<file path="config.mk">
export PLATFORM = sky130hd
export DESIGN_NAME = sorted_double_ended_queue_core
export DESIGN_NICKNAME = d
export VERILOG_FILES = /design/src/hdl/sdeq_pkg.sv /design/src/hdl/sorted_double_ended_queue_core.sv /design/src/hdl/sdeq_cell.sv
export SDC_FILE = /design/constraint.sdc
export NUM_CORES = 2
export LEC_CHECK = 0
export ABC_AREA = 1
export ABC_CLOCK_PERIOD_IN_PS = 7250
export BUFFER_PORTS_ARGS = -buffer_cell sky130_fd_sc_hd__buf_4
export CORE_ASPECT_RATIO = 1.25
export CORE_MARGIN = 2
export CORE_UTILIZATION = 35
export DETAILED_ROUTE_END_ITERATION = 10
export PLACE_DENSITY = 0.5
export SLEW_MARGIN = 0
export SYNTH_ARGS = -nofsm -noshare
export SYNTH_HDL_FRONTEND = slang
export SYNTH_SLANG_ARGS = --single-unit
</file>
<file path="constraint.sdc">
create_clock -name clk_i -period 7.25 [get_ports clk_i]
set_clock_uncertainty 0.1 [all_clocks]
set_input_delay 1.0875 -clock clk_i [delete_from_list [all_inputs] [get_ports clk_i]]
set_output_delay 1.0875 -clock clk_i [all_outputs]
set_load 0.005 [all_outputs]
</file>
<file path="src/hdl/sdeq_pkg.sv">
// Package for the sorted double-ended queue: sizes, operation and status
// codes, and the structs that pass between the top level and the cells.
// Has no dependencies.
package sdeq_pkg;

  localparam int unsigned Capacity = 16;
  localparam int unsigned DataW    = 32;
  localparam int unsigned CntW     = $clog2(Capacity + 1);
  localparam int unsigned CountW   = 5;

  typedef enum logic [1:0] {
    OP_INSERT  = 2'd0,
    OP_REM_MIN = 2'd1,
    OP_REM_MAX = 2'd2,
    OP_QUERY   = 2'd3
  } op_e;

  typedef enum logic [1:0] {
    ST_OK    = 2'd0,
    ST_EMPTY = 2'd1,
    ST_FULL  = 2'd2
  } status_e;

  // Command broadcast to every cell
  typedef struct packed {
    logic                    en;
    op_e                     op;
    logic signed [DataW-1:0] value;
  } cell_cmd_t;

  // What a cell shows to its right-hand neighbor
  typedef struct packed {
    logic signed [DataW-1:0] entry;
    logic                    occ;
    logic                    gt;
  } cell_nbr_t;

endpackage

</file>
<file path="src/hdl/sorted_double_ended_queue_core.sv">
// Top level of the sorted double-ended queue: a chain of sdeq_cell slots,
// the fill count and the result register. Depends on sdeq_pkg, sdeq_cell.
//
// Usage:
//   Input channel (in_valid_i/in_ready_o) carries an operation and a value:
//   insert, remove smallest, remove largest, or membership query.
//   Output channel (out_valid_o/out_ready_i) returns one result per item:
//   status, found flag, smallest, largest and count after the operation.
//   Every cell compares the broadcast value with its own entry and takes
//   its own, its neighbor's or the new value in the same cycle, so the
//   result of an item is valid the cycle after acceptance.
//   Throughput is one item per cycle while out_ready_i stays high; the
//   single result register is the only buffer, so a stalled receiver holds
//   in_ready_o low until the waiting result is taken.
//   Smallest and largest come straight from the cell chain, which does not
//   change while a result waits.
//   Reset clears the fill count and the result valid; entry contents are
//   not cleared and are never shown while not filled.
//   Insert into a full store and removal from an empty one are refused
//   with a status code and leave the contents unchanged.
module sorted_double_ended_queue_core (
  input  logic                              clk_i,
  input  logic                              rst_ni,
  input  logic                              in_valid_i,
  output logic                              in_ready_o,
  input  logic [1:0]                        operation_i,
  input  logic signed [sdeq_pkg::DataW-1:0] value_i,
  output logic                              out_valid_o,
  input  logic                              out_ready_i,
  output logic [1:0]                        status_o,
  output logic                              found_o,
  output logic signed [sdeq_pkg::DataW-1:0] smallest_o,
  output logic signed [sdeq_pkg::DataW-1:0] largest_o,
  output logic [sdeq_pkg::CountW-1:0]       count_o
);
  import sdeq_pkg::*;

  op_e                     op;
  logic                    accept;
  logic                    full, empty, refuse;
  cell_cmd_t               cmd;
  cell_nbr_t               nbr    [Capacity];
  cell_nbr_t               left   [Capacity];
  logic signed [DataW-1:0] right  [Capacity];
  logic [Capacity-1:0]     occ;
  logic [Capacity-1:0]     match;
  logic [Capacity-1:0]     last;
  logic signed [DataW-1:0] largest;
  logic [CntW-1:0]         count_q, count_d;
  logic                    out_valid_q;
  status_e                 status_q, status_d;
  logic                    found_q;

  assign op         = op_e'(operation_i);
  assign in_ready_o = !out_valid_q || out_ready_i;
  assign accept     = in_valid_i && in_ready_o;
  assign full       = (count_q == CntW'(Capacity));
  assign empty      = (count_q == '0);

  // Refuse insert into full and removals from empty
  always_comb begin
    unique case (op)
      OP_INSERT:  status_d = full  ? ST_FULL  : ST_OK;
      OP_REM_MIN: status_d = empty ? ST_EMPTY : ST_OK;
      OP_REM_MAX: status_d = empty ? ST_EMPTY : ST_OK;
      OP_QUERY:   status_d = ST_OK;
      default:    status_d = ST_OK;
    endcase
  end
  assign refuse = (status_d != ST_OK);

  assign cmd.en    = accept && !refuse;
  assign cmd.op    = op;
  assign cmd.value = value_i;

  // Wire up the chain of cells
  for (genvar i = 0; i < Capacity; i++) begin : g_cell
    assign occ[i]  = (CntW'(i) < count_q);
    assign last[i] = (count_q == CntW'(i + 1));
    if (i == 0) begin : g_first
      assign left[i] = '{entry: '0, occ: 1'b1, gt: 1'b0};
    end else begin : g_mid
      assign left[i] = nbr[i-1];
    end
    if (i == Capacity - 1) begin : g_last
      assign right[i] = '0;
    end else begin : g_notlast
      assign right[i] = nbr[i+1].entry;
    end
    sdeq_cell u_cell (
      .clk_i         (clk_i),
      .cmd_i         (cmd),
      .occ_i         (occ[i]),
      .left_i        (left[i]),
      .right_entry_i (right[i]),
      .nbr_o         (nbr[i]),
      .match_o       (match[i])
    );
  end

  // Pick the entry at the top of the filled range
  always_comb begin
    largest = '0;
    for (int unsigned i = 0; i < Capacity; i++) begin
      largest = largest | (last[i] ? nbr[i].entry : '0);
    end
  end

  // Advance the fill count
  always_comb begin
    count_d = count_q;
    if (cmd.en) begin
      unique case (op)
        OP_INSERT:  count_d = count_q + CntW'(1);
        OP_REM_MIN: count_d = count_q - CntW'(1);
        OP_REM_MAX: count_d = count_q - CntW'(1);
        OP_QUERY:   count_d = count_q;
        default:    count_d = count_q;
      endcase
    end
  end

  always_ff @(posedge clk_i or negedge rst_ni) begin
    if (!rst_ni) begin
      count_q     <= '0;
      out_valid_q <= 1'b0;
    end else begin
      count_q <= count_d;
      if (in_ready_o) begin
        out_valid_q <= in_valid_i;
      end
    end
  end

  // Hold status and found for the waiting item
  always_ff @(posedge clk_i) begin
    if (accept) begin
      status_q <= status_d;
      found_q  <= (op == OP_QUERY) && (|match);
    end
  end

  assign out_valid_o = out_valid_q;
  assign status_o    = status_q;
  assign found_o     = found_q;
  assign smallest_o  = empty ? '0 : nbr[0].entry;
  assign largest_o   = largest;
  assign count_o     = CountW'(count_q);

endmodule

</file>
<file path="src/hdl/sdeq_cell.sv">
// One slot of the sorted chain: holds one entry and moves it left or right.
// Depends on sdeq_pkg.
module sdeq_cell (
  input  logic                           clk_i,
  input  sdeq_pkg::cell_cmd_t            cmd_i,
  input  logic                           occ_i,
  input  sdeq_pkg::cell_nbr_t            left_i,
  input  logic signed [sdeq_pkg::DataW-1:0] right_entry_i,
  output sdeq_pkg::cell_nbr_t            nbr_o,
  output logic                           match_o
);
  import sdeq_pkg::*;

  logic signed [DataW-1:0] entry_q, entry_d;
  logic                    gt;

  // Compare the held entry against the command value
  assign gt      = occ_i && (entry_q > cmd_i.value);
  assign match_o = occ_i && (entry_q == cmd_i.value);

  assign nbr_o.entry = entry_q;
  assign nbr_o.occ   = occ_i;
  assign nbr_o.gt    = gt;

  // Shift right on insert, left on remove-smallest, hold otherwise
  always_comb begin
    entry_d = entry_q;
    if (cmd_i.en) begin
      unique case (cmd_i.op)
        OP_INSERT: begin
          if (left_i.gt) begin
            entry_d = left_i.entry;
          end else if (gt || (!occ_i && left_i.occ)) begin
            entry_d = cmd_i.value;
          end
        end
        OP_REM_MIN: entry_d = right_entry_i;
        OP_REM_MAX: entry_d = entry_q;
        OP_QUERY:   entry_d = entry_q;
        default:    entry_d = entry_q;
      endcase
    end
  end

  always_ff @(posedge clk_i) begin
    entry_q <= entry_d;
  end

endmodule

</file>
==> key figures <==
Critical path
  – Worst Path Required: about 6100 ps
  – Max FO, Critical Path: 23
  – Worst reg-to-reg setup slack: between 2000 and 2500 ps
  – Cells on worst reg2reg path: 10
  – Worst flop-to-flop path endpoint: g_cell[8].u_cell.entry_q[27]
  – Type of origin of the critical path: flop
  – Setup crit end kind: output port
  – CP arrival: ~4800 ps
  – Worst Setup Path Type: flop to output port
  – R2r startpoint: count_o[1]

STA
  – Final Setup Violations: 0
  – Relative slew slack: between 10% and 20%
  – Final Hold Viols: 0
  – Period utilisation layout: slightly above 80%
  – Min Hold Slack: around 180 ps
  – Unrepaired setup endpoints after global routing: no
  – Worst Setup Slack, final: ~1200 ps
  – Worst Tran Pin Value: around 1200 ps
  – Fmax: around 170 MHz
  – Total negative slack: 0 ps
  – Final Critical Period: approximately 6000 ps
  – Final Max Slew Viols: 0

Floorplan
  – Die X-Extent: ~320 um
  – Die height: about 400 um
  – Starting density of the core: 35.15%
  – Core area: 0.1282 mm^2
  – I/O pin total: between 100 and 150
  – Die area: about 0.13 mm^2
  – Row count: 147

Job
  – Max cap viols: 0

Detailed routing
  – WL/cell: ~24 um
  – Vias: 43862
  – Drt via density: between 5 and 6
  – DRC errors left: 0
  – Routed WL: about 190000 um
  – Iter 0 DRT Violations: around 4700
  – ANT nets after route: 0
  – First drt pass iteration count: 7

Placement
  – Final HPWL DP: roughly 140000 um
  – Worst slack, placed: roughly 1500 ps
  – # placed instances: between 7000 and 8000
  – Post-DP Area: between 0.04 and 0.05 mm^2
  – Port Buffers: about 110
  – Gpl congestion: about 0.96

Clock network
  – Clk Latency, worst-skew pair: around 680 ps
  – Post-CTS Resized: 0
  – Post-CTS Setup Bufs: 0
  – Clk slew on worst S/H paths: roughly 70 ps
  – Root Driver: clkbuf_16
  – CTS H-tree depth: 2
  – Maximum root-to-sink buffer count: 3
  – Clk sinks: roughly 520
  – Cts bufs inserted: 61
  – CTS tree: done
  – Hold buffers post-CTS: 0

Global routing
  – Vias in the first global route: 40946
  – Global Route Usage Sum: approximately 28%
  – Initial antenna violation count: 9
  – Global-route wire length before repair: roughly 280000 um
  – Remaining Overflow, GRT: 0
  – Largest net degree at the start of global routing: 187

Logic synthesis
  – Most area-consuming cells after synthesis: edfxtp_1 34%, nand2_1 17%, ha_1 14%, nand3_1 6.1%, nand4_1 5.4%
  – #FFs+latches synth: between 500 and 600
  – Sequential fraction of the synthesis area: roughly a third
  – Yosys warns: 0
  – Mapped cell area: 0.04506 mm^2
  – Yosys top cell by area: edfxtp_1
  – Post-synth EDFFs: approximately 520
  – Cells after Synth: 6056
  – Async set-reset flop share out of synthesis: 1.152%
  – Top-area cell type share of the netlist area: around a third
  – Syn_nets: between 6000 and 7000
  – Library cells used by synthesis: 50
  – Mean Syn Cell Area: roughly 7.4 um^2
  – Main synth FF type: edfxtp_1

Pwr
  – Flop pwr share: between 30 and 40%
  – Switching share of power: between 40 and 50%
  – Combinational share of power: 49.0%
  – PD cells: between 300 and 400 mW/mm^2
  – Clock share of power: a little over a fifth
  – NetSw: slightly above 7 mW
  – Total Power: between 15 and 20 mW
  – VDD IR max: between 0.2 and 0.25 mV
  – Internal power: slightly above 8 mW
  – Leak: ~23 nW

Finish
  – Final Instance Area: around 0.05 mm^2
  – Nets: ~6600
  – Layout cell share with drive strength beyond 1: ~7.0%
  – End-of-flow core utilization: 38.73%
  – Area Growth Syn to Fin: 10.19%
  – Post-route insts no fill: a little under 8000

Worst hold path
  – Worst Hold Class: input port to asynchronous set/reset pin

Run status
  – Status: complete, no violations
## worst max-delay path, stage by stage (launching register included)
cell and delay [ps]:
dfrtp_1 680, inv_1 270, ha_1 300, nand3_1 520
inv_1 400, buf_4 380, nand2_1 210, nand3_1 120
a2111oi_0 720, nand3_1 280, buf_4 220
## area by class of cell
type / instances / area (um^2)
multi-input combinational: 4615 / 25920
sequential: 521 / 15620
timing repair buffer: 243 / 1899
clock inverter: 33 / 254.0
antenna: 2 / 5.005
inverter: 567 / 2136
clock buffer: 83 / 1682
tap: 1713 / 2143
fill: 13377 / 78540
## power groups by stage
| stage | Combinational (mW) | Sequential [mW] | Clock [mW] |
|---|---|---|---|
| floorplan | 4.73 | 4.42 | 0 |
| global placement | 7.34 | 4.65 | 0 |
| detailed placement | 7.41 | 4.65 | 0 |
| CTS | 7.44 | 4.59 | 3.24 |
| global route | 8.23 | 4.65 | 3.34 |
| finish | 7.53 | 4.62 | 3.20 |
## synth_stat cells (14+ instances only)
library cell,n
nand3b_1,42
nor2_1,299
clkinv_1,33
a221oi_1,35
buf_2,90
o21ai_0,145
o21a_1,23
a21oi_1,289
inv_2,14
buf_4,25
buf_6,14
nor3_1,23
ha_1,522
o21ai_1,21
o22ai_1,82
nand2_1,2014
o221ai_1,18
nand3_1,551
o2111ai_1,14
nand4_1,386
buf_1,23
inv_1,520
edfxtp_1,515
clkbuf_1,201
## cell families (layout without fill, tap and decap cells)
| group | Yosys count | after routing | synth area share, % |
|---|---|---|---|
| AOI/OAI and AO/OA | 698 | 698 | 9.124 |
| xor gates and xnor gates | 5 | 5 | 0.09718 |
| adders and majority gates | 522 | 522 | 14.49 |
| buffers and inverters | 920 | 926 | 8.355 |
| DFF | 521 | 521 | 34.65 |
| other | 0 | 2 | 0 |
| and+or+nand+nor | 3390 | 3390 | 33.28 |
## state kept, by name, indices dropped and copies added, names as in the netlist
signal	flops
out_valid_o	1
found_o	1
count_o	5
g_cell.u_cell.entry_q	512
status_o	2
## metal layers
metal	part of all wire, %	track usage (%)	vias up
met1	42	37.30	20769
met2	46	45.91	1948
met5	0.034	0	-
met3	7.9	4.152	336
li1	-	-	20799
met4	4.4	11.25	10
## how the worst max path moves through the flow
stage | from | endpoint | slack [ps]
floorplan | value_i[31] | g_cell[0].u_cell.entry_q[0] | 1910
global placement | value_i[11] | g_cell[13].u_cell.entry_q[27] | 1490
detailed placement | value_i[11] | g_cell[13].u_cell.entry_q[26] | 1480
CTS | count_o[1] | largest_o[29] | 1460
global route | count_o[1] | largest_o[29] | 1170
finish | count_o[1] | largest_o[29] | 1240
## layout by cell type, fill, tap and decap left out, types with 6 or more instances in the layout
cell type / Yosys / layout
nand2_1: 2014 / 2014
nand3_1: 551 / 549
ha_1: 522 / 521
inv_1: 520 / 518
edfxtp_1: 515 / 515
nand4_1: 386 / 386
a21oi_1: 289 / 284
nor2_1: 299 / 283
buf_4: 25 / 237
o21ai_0: 145 / 145
o22ai_1: 82 / 82
clkbuf_16: 0 / 63
clkinv_1: 33 / 50
nand3b_1: 42 / 42
a221oi_1: 35 / 35
nor3_1: 23 / 23
o21a_1: 23 / 23
o21ai_1: 21 / 21
nor2_4: 3 / 19
o221ai_1: 18 / 18
clkbuf_1: 201 / 17
inv_2: 14 / 14
nand3_2: 12 / 14
o2111ai_1: 14 / 14
and3_1: 13 / 13
o211ai_1: 13 / 13
a2111oi_0: 11 / 11
nor2_2: 10 / 10
clkinv_2: 0 / 10
o21bai_1: 9 / 9
nor4_1: 10 / 9
a211oi_1: 9 / 9
nand2_2: 7 / 7
a21o_1: 7 / 7
a21oi_4: 0 / 6
dfrtp_1: 6 / 6
buf_12: 0 / 6
No activity file was read; power rests on OpenSTA's default activity.
